### src/sv/sliding_window_variance_decimated_top_assert.svh
`ifndef SLIDING_WINDOW_VARIANCE_DECIMATED_TOP_ASSERT_SVH
`define SLIDING_WINDOW_VARIANCE_DECIMATED_TOP_ASSERT_SVH

// Condition must never hold on a clock edge outside reset.
`define SWV_NEVER(lbl, expr, msg) \
    lbl: assert property (@(posedge aclk) disable iff (!aresetn) !(expr)) else $error(msg);

// Antecedent implies consequent in the same cycle.
`define SWV_IMPLIES(lbl, ante, cons, msg) \
    lbl: assert property (@(posedge aclk) disable iff (!aresetn) (ante) |-> (cons)) \
        else $error(msg);

`endif

### src/sv/swv_pkg.sv
package swv_pkg;

    localparam int FIELD_W     = 16;
    localparam int TDATA_W     = 64;
    localparam int RESULT_W    = 32;
    localparam int CFG_IDX_W   = 2;
    localparam int CFG_DATA_W  = 8;
    localparam int WL_W        = 8;
    localparam int DEC_W       = 8;
    localparam int LANES_CFG_W = 3;

    localparam logic [CFG_IDX_W-1:0] REG_WINDOW_LENGTH = 2'd0;
    localparam logic [CFG_IDX_W-1:0] REG_DECIMATION    = 2'd1;
    localparam logic [CFG_IDX_W-1:0] REG_LANES         = 2'd2;

    localparam logic [WL_W-1:0]        WL_RESET    = 8'd120;
    localparam logic [DEC_W-1:0]       DEC_RESET   = 8'd12;
    localparam logic [LANES_CFG_W-1:0] LANES_RESET = 3'd3;

    typedef struct packed {
        logic clear;
        logic sq_en;
        logic acc_en;
        logic drop_old;
        logic prod_en;
        logic num_en;
    } lane_ctl_t;

endpackage

### src/sv/swv_div.sv
module swv_div #(
    parameter int DIVIDEND_W = 48,
    parameter int DIVISOR_W  = 16,
    localparam int Q_W       = swv_pkg::RESULT_W
) (
    input  logic                  aclk,
    input  logic                  aresetn,
    input  logic                  start,
    input  logic [DIVIDEND_W-1:0] dividend,
    input  logic [DIVISOR_W-1:0]  divisor,
    output logic                  done,
    output logic [Q_W-1:0]        quotient
);

    localparam int EXT_W = (DIVIDEND_W > Q_W) ? DIVIDEND_W : Q_W + 1;
    localparam int HI_W  = EXT_W - Q_W;
    localparam int CMP_W = (HI_W > DIVISOR_W) ? HI_W : DIVISOR_W;
    localparam int CNT_W = $clog2(Q_W);

    logic [EXT_W-1:0]     ext;
    logic [HI_W-1:0]      hi;
    logic                 sat;
    logic [DIVISOR_W:0]   trial;
    logic                 fits;
    logic [DIVISOR_W-1:0] rem_reg;
    logic [Q_W-1:0]       q_reg;
    logic [CNT_W-1:0]     cnt_reg;
    logic                 busy_reg;
    logic                 done_reg;

    assign ext = EXT_W'(dividend);
    assign hi  = ext[EXT_W-1:Q_W];
    // quotient would not fit in Q_W bits
    assign sat = CMP_W'(hi) >= CMP_W'(divisor);

    assign trial = {rem_reg, q_reg[Q_W-1]};
    assign fits  = trial >= {1'b0, divisor};

    always_ff @(posedge aclk) begin
        if (!aresetn) begin
            busy_reg <= 1'b0;
            done_reg <= 1'b0;
            cnt_reg  <= '0;
        end else begin
            done_reg <= 1'b0;
            if (start) begin
                cnt_reg <= '0;
                if (sat) begin
                    done_reg <= 1'b1;
                end else begin
                    busy_reg <= 1'b1;
                end
            end else if (busy_reg) begin
                cnt_reg <= cnt_reg + 1'b1;
                if (cnt_reg == CNT_W'(Q_W - 1)) begin
                    busy_reg <= 1'b0;
                    done_reg <= 1'b1;
                end
            end
        end
    end

    // restoring division, one quotient bit per cycle, MSB first
    always_ff @(posedge aclk) begin
        if (start) begin
            rem_reg <= DIVISOR_W'(hi);
            q_reg   <= sat ? '1 : ext[Q_W-1:0];
        end else if (busy_reg) begin
            rem_reg <= fits ? DIVISOR_W'(trial - {1'b0, divisor}) : DIVISOR_W'(trial);
            q_reg   <= {q_reg[Q_W-2:0], fits};
        end
    end

    assign done     = done_reg;
    assign quotient = q_reg;

endmodule

### config.mk
export PLATFORM = sky130hd
export DESIGN_NAME = swv_div
export DESIGN_NICKNAME = d
export VERILOG_FILES = /design/src/sv/sliding_window_variance_decimated_top_assert.svh /design/src/sv/swv_pkg.sv /design/src/sv/swv_div.sv
export SDC_FILE = /design/constraint.sdc
export NUM_CORES = 1
export LEC_CHECK = 0
export BUFFER_PORTS_ARGS = -buffer_cell sky130_fd_sc_hd__buf_2
export CAP_MARGIN = 20
export CORE_ASPECT_RATIO = 2
export CORE_MARGIN = 2
export CORE_UTILIZATION = 54
export DETAILED_ROUTE_END_ITERATION = 8
export PLACE_DENSITY = 0.77
export SLEW_MARGIN = 20
export SYNTH_ARGS = -nofsm -noshare
export SYNTH_HDL_FRONTEND = slang
export SYNTH_SLANG_ARGS = --single-unit
export TNS_END_PERCENT = 1
### constraint.sdc
create_clock -name aclk -period 3.22 [get_ports aclk]
set_clock_uncertainty 0.15 [all_clocks]
set_input_delay 0.644 -clock aclk [delete_from_list [all_inputs] [get_ports aclk]]
set_output_delay 0.644 -clock aclk [all_outputs]
set_load 0.1 [all_outputs]
==> impl_metrics.tcl <==
set metrics [dict create \
    synthTopCellsByCount "58 x nor2_1, 54 x inv_1, 48 x edfxtp_1" \
    setup_tns_ns 0 \
    antennaDiodeCount 0 \
    nets 638 \
    die_w_um 64.5 \
    cp.required_ns 3.12 \
    area_delta_synth_final_pct 21.0 \
    num_vias 3640 \
    finalWirelength_mm 9.91 \
    num_io_pins 100 \
    initial_utilization_pct 55.2 \
    cts-hold-fix-buffers 0 \
    synthFlopType "edfxtp_1" \
    antenna_left 0 \
    grt_max_degree 65 \
    cts_resized 0 \
    path_common_cell "inv_1" \
    synthTopCellsByArea "edfxtp_1 36%, ha_1 11%, a31oi_1 6.8%, nor2_1 5.5%, inv_1 5.1%" \
    status "completed" \
    synth_edf_count 48 \
    synthArstFlopShare_pct 0 \
    syn_area_sq_um 3950 \
    yosysTopAreaCellShare_pct 36.5 \
    die-height_um 125 \
    drv_slew 0 \
    synth.area.mux_share_pct 1.14 \
    root_buffer "clkbuf_16" \
    post-route-period-util_pct 92.7 \
    grt_pass1_vias 3364 \
    syn_inst 436 \
    yosysUniqueCellTypes 54 \
    total_power_uw 3040 \
    fp.dieArea_sq_um 8060 \
    max_slew_margin_pct 48.2 \
    endpoint "rem_reg[12]" \
    first_pass_iters 5 \
    synth.most_common_cell "nor2_1" \
    rsz0062_at_grt "no" \
    synth-simple-area-share_pct 14.7 \
    r2r-end "rem_reg[12]" \
    drv_cap 0 \
    cts.sink_count 55 \
    htreeDepth 2 \
    cp_slowest_cell "edfxtp_1" \
    worst-path-max-fanout 4 \
    drt-initial-drc-count 295 \
    cts_made_buffers 5 \
    synth-xor-area-share_pct 2.44 \
    worst-path-buf-inv 2 \
    synth_compound_area_share_pct 22.9 \
    gp_congestion 0.994 \
    drt-vias-per-instance 5.79 \
    synth_top_family_by_area "compound AO/OA/AOI/OAI gates" \
    worstMarginPinSlew_ns 0.776 \
    end_kind "register" \
    pre_cts_slack_ns 0.0674 \
    route.detailed.drc 0 \
    grt_pass1_wl_mm 15.9 \
    syn_avg_cell_area_sq_um 9.07 \
    final.fill_count 647 \
    slowest_delay_ns 0.48 \
    final_hold_viol_count 0 \
    clock_latency_ns 0.30 \
    yosysSeqAreaShare_pct 40.0 \
    clk_pin_slew_worst_paths_ns 0.08 \
    port_buffers 99 \
    final_core_util_pct 66.8 \
    yosys_warnings 0 \
    hp-class "reg -> reg" \
    crit_chain "inv_1 > ha_1 > inv_1 > fa_1 > a21o_1 > a221oi_4 > o21ai_0 > a211oi_1 > a2111oi_0 > a311o_1" \
    ir_drop_mv 0.379 \
    cts_tree "done" \
    grt_overflow_total 0 \
    drive_above_1_share_pct 24.8 \
    worstSetupStartpointType "register" \
    core_sq_um 7160 \
    grt_usage_pct 24.8 \
    fin_crit_ns 2.98 \
    crit_type "reg -> reg" \
    synthAdderAreaFrac_pct 11.3 \
    max_freq_ghz 0.335 \
    r2r_cells 10 \
    wl_per_cell_um 15.8 \
    powerDensity_nw_per_um2 636 \
    reg2reg_slack_ns 0.24 \
    grt_antenna_before_repair 0 \
    ys_seq_elements 55 \
    arrival_ns 2.89 \
    p_leak_uw 0.00217 \
    largest_register_ffs 32 \
    r2r_start "quotient[31]" \
    hpwl_mm 7.43 \
    cp_top_family "compound AO/OA/AOI/OAI gates" \
    synth_nets 538 \
    synth_top_area_cell "edfxtp_1" \
    post_cts.repair.setup_buffers 0 \
    rows 44 \
    clk_path_buf_depth 2 \
    fin_ws_ns 0.237 \
    finalSetupViolCount 0 \
    worst-path-stages 10 \
    cp-startpoint "quotient[31]" \
]
## through the flow
| stage | instance area, sq um | instances | hold slack (ns) |
|---|---|---|---|
| after floorplan | 3970 | 436 | 0.317 |
| after global placement | 4620 | 621 | 0.338 |
| after detailed placement | 4620 | 621 | 0.344 |
| after CTS | 4780 | 629 | 0.363 |
| after global routing | 4780 | 629 | 0.429 |
| final | 4780 | 629 | 0.360 |
## worst min path at each step
stage / end / depth (start not counted) / startpoint
floorplan: cnt_reg[4] / 2 / cnt_reg[4]
global placement: cnt_reg[4] / 2 / cnt_reg[4]
detailed placement: cnt_reg[4] / 2 / cnt_reg[4]
CTS: cnt_reg[4] / 2 / cnt_reg[4]
global route: cnt_reg[0] / 2 / cnt_reg[0]
finish: cnt_reg[4] / 2 / cnt_reg[4]
## cells by family after synthesis
group	Yosys count
xor gates and xnor gates	11
DFF	55
adders and majority gates	35
buffers and inverters	76
and+or+nand+nor	127
muxes	4
AOI/OAI and AO/OA	128
## final cells by class
class	instances	area, sq um	share of cell area [%]
multi-input cells	305	2090	43.7
flip-flops and latches	55	1580	33.1
repair buffers	115	628	13.1
inverters	54	203	4.24
clock buffers	6	129	2.69
well taps	92	115	2.41
clock inverters	2	38.8	0.811
## per-layer routing
metal / GRT usage [%] / up-vias / routed length (um)
met5: 0 / - / 0
met2: 43.0 / 142 / 4960
met4: 9.01 / 0 / 240
li1: - / 1807 / -
met3: 2.79 / 21 / 538
met1: 31.5 / 1670 / 4170
## worst register-to-register path, stage by stage (launching register included)
cell and delay, ns:
edfxtp_1 0.48, inv_1 0.09, ha_1 0.16, inv_1 0.05, fa_1 0.40, a21o_1 0.24
a221oi_4 0.32, o21ai_0 0.20, a211oi_1 0.26, a2111oi_0 0.10, a311o_1 0.29
## power breakdown
part,switching (uW),internal [uW],total (uW)
Clock,258,371,629
Sequential,67.4,917,984
Combinational,966,464,1430
## cell usage in the layout, fill, tap and decap left out, types with 5 or more instances in the layout
cell type  synthesis  routed
buf_2              5      99
nor2_1            58      58
inv_1             54      54
edfxtp_1          48      48
a31oi_1           43      43
ha_1              34      34
nand2_1           22      22
a21oi_1           15      15
o21ai_0           15      15
buf_4              1      15
nand3_1           10      10
o31ai_1            7       7
dfxtp_1            7       7
a21o_1             6       6
and2_1             6       6
xnor2_1            6       6
nor3_1             6       6
and3_1             5       5
nand4_1            5       5
o211ai_1           5       5
xor2_1             5       5
clkbuf_16          0       5
Power figures use the tool's default switching activity.
