`config.mk`:
```
export PLATFORM = sky130hd
export DESIGN_NAME = swv_lane
export DESIGN_NICKNAME = d
export VERILOG_FILES = /design/src/sv/sliding_window_variance_decimated_top_assert.svh /design/src/sv/swv_pkg.sv /design/src/sv/swv_lane.sv
export SDC_FILE = /design/constraint.sdc
export NUM_CORES = 2
export LEC_CHECK = 0
export ABC_AREA = 1
export BUFFER_PORTS_ARGS = -buffer_cell sky130_fd_sc_hd__buf_2
export CORE_MARGIN = 3
export CORE_UTILIZATION = 60
export CTS_BUF_LIST = sky130_fd_sc_hd__clkbuf_2 sky130_fd_sc_hd__clkbuf_4 sky130_fd_sc_hd__clkbuf_8
export CTS_CLUSTER_DIAMETER = 50
export DETAILED_ROUTE_END_ITERATION = 7
export PLACE_DENSITY = 0.76
export SYNTH_ARGS = -nofsm -noshare
export SYNTH_HDL_FRONTEND = slang
export SYNTH_SLANG_ARGS = --single-unit
```
`constraint.sdc`:
```
create_clock -name aclk -period 8.8 [get_ports aclk]
set_input_delay 1.76 -clock aclk [delete_from_list [all_inputs] [get_ports aclk]]
set_output_delay 1.76 -clock aclk [all_outputs]
set_load 0.02 [all_outputs]
```
`src/sv/sliding_window_variance_decimated_top_assert.svh`:
```
`ifndef SLIDING_WINDOW_VARIANCE_DECIMATED_TOP_ASSERT_SVH
`define SLIDING_WINDOW_VARIANCE_DECIMATED_TOP_ASSERT_SVH

// Condition must never hold on a clock edge outside reset.
`define SWV_NEVER(lbl, expr, msg) \
    lbl: assert property (@(posedge aclk) disable iff (!aresetn) !(expr)) else $error(msg);

// Antecedent implies consequent in the same cycle.
`define SWV_IMPLIES(lbl, ante, cons, msg) \
    lbl: assert property (@(posedge aclk) disable iff (!aresetn) (ante) |-> (cons)) \
        else $error(msg);

`endif

```
`src/sv/swv_pkg.sv`:
```
package swv_pkg;

    localparam int FIELD_W     = 16;
    localparam int TDATA_W     = 64;
    localparam int RESULT_W    = 32;
    localparam int CFG_IDX_W   = 2;
    localparam int CFG_DATA_W  = 8;
    localparam int WL_W        = 8;
    localparam int DEC_W       = 8;
    localparam int LANES_CFG_W = 3;

    localparam logic [CFG_IDX_W-1:0] REG_WINDOW_LENGTH = 2'd0;
    localparam logic [CFG_IDX_W-1:0] REG_DECIMATION    = 2'd1;
    localparam logic [CFG_IDX_W-1:0] REG_LANES         = 2'd2;

    localparam logic [WL_W-1:0]        WL_RESET    = 8'd120;
    localparam logic [DEC_W-1:0]       DEC_RESET   = 8'd12;
    localparam logic [LANES_CFG_W-1:0] LANES_RESET = 3'd3;

    typedef struct packed {
        logic clear;
        logic sq_en;
        logic acc_en;
        logic drop_old;
        logic prod_en;
        logic num_en;
    } lane_ctl_t;

endpackage

```
`src/sv/swv_lane.sv`:
```
module swv_lane #(
    parameter int SAMPLE_BITS = 16,
    parameter int MAX_WINDOW  = 128,
    localparam int LOG_W      = $clog2(MAX_WINDOW),
    localparam int N_W        = $clog2(MAX_WINDOW + 1),
    localparam int SQ_W       = 2 * SAMPLE_BITS - 1 + LOG_W,
    localparam int NUM_W      = N_W + SQ_W
) (
    input  logic                          aclk,
    input  logic                          aresetn,
    input  swv_pkg::lane_ctl_t            ctl,
    input  logic signed [SAMPLE_BITS-1:0] new_sample,
    input  logic signed [SAMPLE_BITS-1:0] old_sample,
    input  logic [N_W-1:0]                n,
    output logic [NUM_W-1:0]              num
);

    localparam int SUM_W = SAMPLE_BITS + LOG_W;
    localparam int PSQ_W = 2 * SAMPLE_BITS - 1;

    logic signed [SUM_W-1:0]         sum_reg, sum_next;
    logic [SQ_W-1:0]                 sq_reg, sq_next;
    logic [PSQ_W-1:0]                new_sq_reg, old_sq_reg;
    logic signed [2*SAMPLE_BITS-1:0] new_prod, old_prod;
    logic signed [SUM_W-1:0]         new_ext, old_ext;
    logic [NUM_W-1:0]                nsq_full, nsq_reg, ssq_reg, num_reg;
    logic signed [2*SUM_W-1:0]       sum_sq_full;

    assign new_prod = (2*SAMPLE_BITS)'(new_sample) * (2*SAMPLE_BITS)'(new_sample);
    assign old_prod = (2*SAMPLE_BITS)'(old_sample) * (2*SAMPLE_BITS)'(old_sample);
    assign new_ext  = {{(SUM_W-SAMPLE_BITS){new_sample[SAMPLE_BITS-1]}}, new_sample};
    assign old_ext  = {{(SUM_W-SAMPLE_BITS){old_sample[SAMPLE_BITS-1]}}, old_sample};

    always_comb begin
        sum_next = sum_reg + new_ext - (ctl.drop_old ? old_ext : '0);
        sq_next  = sq_reg + SQ_W'(new_sq_reg) - (ctl.drop_old ? SQ_W'(old_sq_reg) : '0);
    end

    // n*sumsq >= sum^2 for a full window, so the difference never wraps
    assign nsq_full    = NUM_W'(n) * NUM_W'(sq_reg);
    assign sum_sq_full = (2*SUM_W)'(sum_reg) * (2*SUM_W)'(sum_reg);

    always_ff @(posedge aclk) begin
        if (!aresetn) begin
            sum_reg <= '0;
            sq_reg  <= '0;
        end else if (ctl.clear) begin
            sum_reg <= '0;
            sq_reg  <= '0;
        end else if (ctl.acc_en) begin
            sum_reg <= sum_next;
            sq_reg  <= sq_next;
        end
    end

    always_ff @(posedge aclk) begin
        if (ctl.sq_en) begin
            new_sq_reg <= new_prod[PSQ_W-1:0];
            old_sq_reg <= old_prod[PSQ_W-1:0];
        end
        if (ctl.prod_en) begin
            nsq_reg <= nsq_full;
            ssq_reg <= sum_sq_full[NUM_W-1:0];
        end
        if (ctl.num_en) begin
            num_reg <= nsq_reg - ssq_reg;
        end
    end

    assign num = num_reg;

endmodule

```
==> flow_summary_export.csv <==
group,metric,value,unit
critical_path,end_kind,"flip-flop",
yosys,syn_area,0.0639,mm^2
critical_path,path_class,"reg2reg",
sta,relSlewSlack,19.5,%
global_route,grt_overflow_total,0,
critical_path,start_kind,"flip-flop",
yosys,yosysWarningCount,0,
layout,multiInputGateArea,0.0469,mm^2
clock_tree,cts-hold-fix-buffers,0,
sta,rsz0062_at_grt,"false",
drt,postRouteAntennaNets,0,
yosys,synth_top_cell_by_area,"fa_1",
clock_tree,clk_latency,0.68,ns
yosys,synth_edf_count,197,
yosys,syn_inst,7995,
die,dieWidth,332,um
global_route,grt_pass1_wl,280000,um
place,numPortBuffers,93,
sta,hold_viol,0,
clock_tree,postCtsSetupBuffers,0,
layout,mostFrequentLayoutCells,"2363 x inv_1, 1638 x nand2_1, 1252 x fa_1",
yosys,ys_async_sr_fraction,0,%
yosys,synth_top_area_share,39.2,%
global_route,grt_max_degree,70,
sta,slew_violations,0,
sta,tns,0,ns
layout,drive_gt1_share,4.04,%
drt,avgViaCountPerCell,5.33,
clock_tree,htree_levels,2,
global_route,grt_usage,32.1,%
drt,wl_per_cell,18.3,um
critical_path,worst_ep_required_time,9.28,ns
drt,routed_wirelength,172000,um
place,dp_hpwl,147000,um
sta,setup_violations,0,
yosys,synth.distinct_cells,50,
sta,layout_min_cycle_time,7.37,ns
yosys,synth_nets,9763,
clock_tree,cts_tree,"done",
yosys,syn_avg_cell_area,7.99,um^2
yosys,ys_seq_elements,258,
place,gp_congestion,0.988,
clock_tree,cts_resized,0,
layout,finalNetCount,9726,
critical_path,cp.arrival,7.85,ns
yosys,synth_area_leaders,"fa_1 39%, inv_1 14%, nand2_1 9.6%, edfxtp_1 9.3%, ha_1 9.2%",
die,num_rows,119,
critical_path,crit_path_max_fanout,23,
clock_tree,clk_pin_slew,0.07,ns
global_route,grt_pass1_vias,53300,
min_path,min_path_type,"reg2reg",
outcome,status,"completed",
drt,vias,50000,
die,initial_core_util,60.6,%
clock_tree,cts_root_buffer,"clkbuf_8",
die,dieArea,0.110,mm^2
sta,max_freq,0.136,GHz
sta,holdWs,0.689,ns
clock_tree,cts.sinks,258,
yosys,seq_area_frac_synth,11.2,%
layout,fillers,9284,
die,pin_count,94,
sta,fin_skew,0.0430,ns
drt,route.detailed.drc,0,
yosys,synth_flop_cell,"edfxtp_1",
clock_tree,cts_buffers,48,
drt,firstDrtPassIters,6,
layout,post-route-util,63.1,%
global_route,antenna_found_initial,2,
pwr,max-vdd-ir-drop,0.478,mV
layout,area_delta_synth_final,4.10,%
sta,worstMarginPinSlew,1.21,ns
pwr,leakagePower,37.0,nW
die,core_area,0.105,mm^2
drt,drt_iter0_drc,3687,
pwr,power_density,390,mW/mm^2
layout,seqCellArea,0.00714,mm^2
flow_run,maxCapViolations,0,
die,die_y,332,um
sta,period_share,83.7,%
layout,final_common_cell,"inv_1",
clock_tree,clk_path_buf_depth,3,
[critical path, cell delays in order (launching register included)]
cell	delay (ns)
dfxtp_1	1.12
nand2_1	0.29
fa_1	0.61
inv_1	0.06
fa_1	0.49
inv_1	0.06
fa_1	0.53
inv_1	0.05
fa_1	0.49
fa_1	0.52
fa_1	0.50
inv_1	0.05
fa_1	0.47
inv_1	0.04
ha_1	0.35
nand2_1	0.11
nor2_1	0.17
inv_2	0.08
nor2_2	0.16
inv_2	0.06
nor3_2	0.23
nand3_1	0.21
nand4_1	0.20
xor2_1	0.31
[path summary, 6_finish.rpt]
check,startpoint,endpoint,slack (ns),depth (start not counted)
max,sum_reg[20],ssq_reg[37],1.43,23
min,sq_reg[37],sq_reg[37],0.69,2
max reg2reg,sum_reg[20],ssq_reg[37],1.43,23
min reg2reg,sq_reg[37],sq_reg[37],0.69,2
[cell type report]
class,count,area share [%]
Multi-Input combinational cell,5123,70.6
Timing Repair Buffer,122,1.03
Clock buffer,56,1.08
Tap cell,1391,2.62
Sequential cell,258,10.7
Inverter,2405,13.6
Clock inverter,32,0.391
Antenna cell,1,0.00376
[power by group]
group	switching, mW	total (mW)	leakage (nW)	internal (mW)
Combinational	14.0	21.7	34.0	7.73
Sequential	0.393	3.02	2.46	2.62
Clock	0.570	1.19	0.501	0.621
[through the flow]
stage / total power [mW] / instances / setup slack, ns / instance area (um^2)
floorplan: 18.5 / 7995 / 1.73 / 63900
global placement: 24.3 / 9299 / 1.35 / 65500
detailed placement: 24.5 / 9299 / 1.25 / 65500
CTS: 25.8 / 9387 / 1.52 / 66500
global route: 28.9 / 9388 / 1.16 / 66500
finish: 25.9 / 9388 / 1.43 / 66500
[per-layer routing]
layer / track usage (%) / share of wire (%) / wire length, um
met5: 0 / 0 / 0
met4: 13.1 / 4.8 / 8280
met3: 5.27 / 7.8 / 13400
met2: 53.2 / 47 / 80100
met1: 42.3 / 41 / 70400
[kinds of logic after synthesis]
group	after synthesis	share of synthesized area, %
AO/OA/AOI/OAI	720	6.23
XOR/XNOR	244	3.36
adder cells (fa/ha/maj)	1720	48.4
buffers and inverters	2614	15.4
flip-flops	258	11.2
AND/OR/NAND/NOR	2439	15.5
[synthesized netlist by cell type (3+ instances only)]
master	count
o211ai_1	10
nor2_2	13
dfxtp_1	61
nor3_1	31
a21o_1	33
nand3b_1	10
a21boi_1	6
buf_2	4
nand2_1	1638
a21boi_0	8
or2_1	4
nor4_1	8
buf_1	23
o21ai_1	51
or2_2	13
nand3_1	191
inv_1	2365
nor3_2	9
inv_2	40
nand3_2	8
a21boi_2	3
o21ai_2	6
a21oi_2	9
o21ai_0	171
xor2_1	161
and3_1	14
xnor2_1	82
nand4_1	39
clkbuf_1	181
nor2_1	442
o21a_1	4
a31oi_1	21
fa_1	1252
a21oi_1	354
ha_1	468
o21bai_1	35
edfxtp_1	197
nand2_2	14
Note: power is estimated with default switching activity, not from simulation.
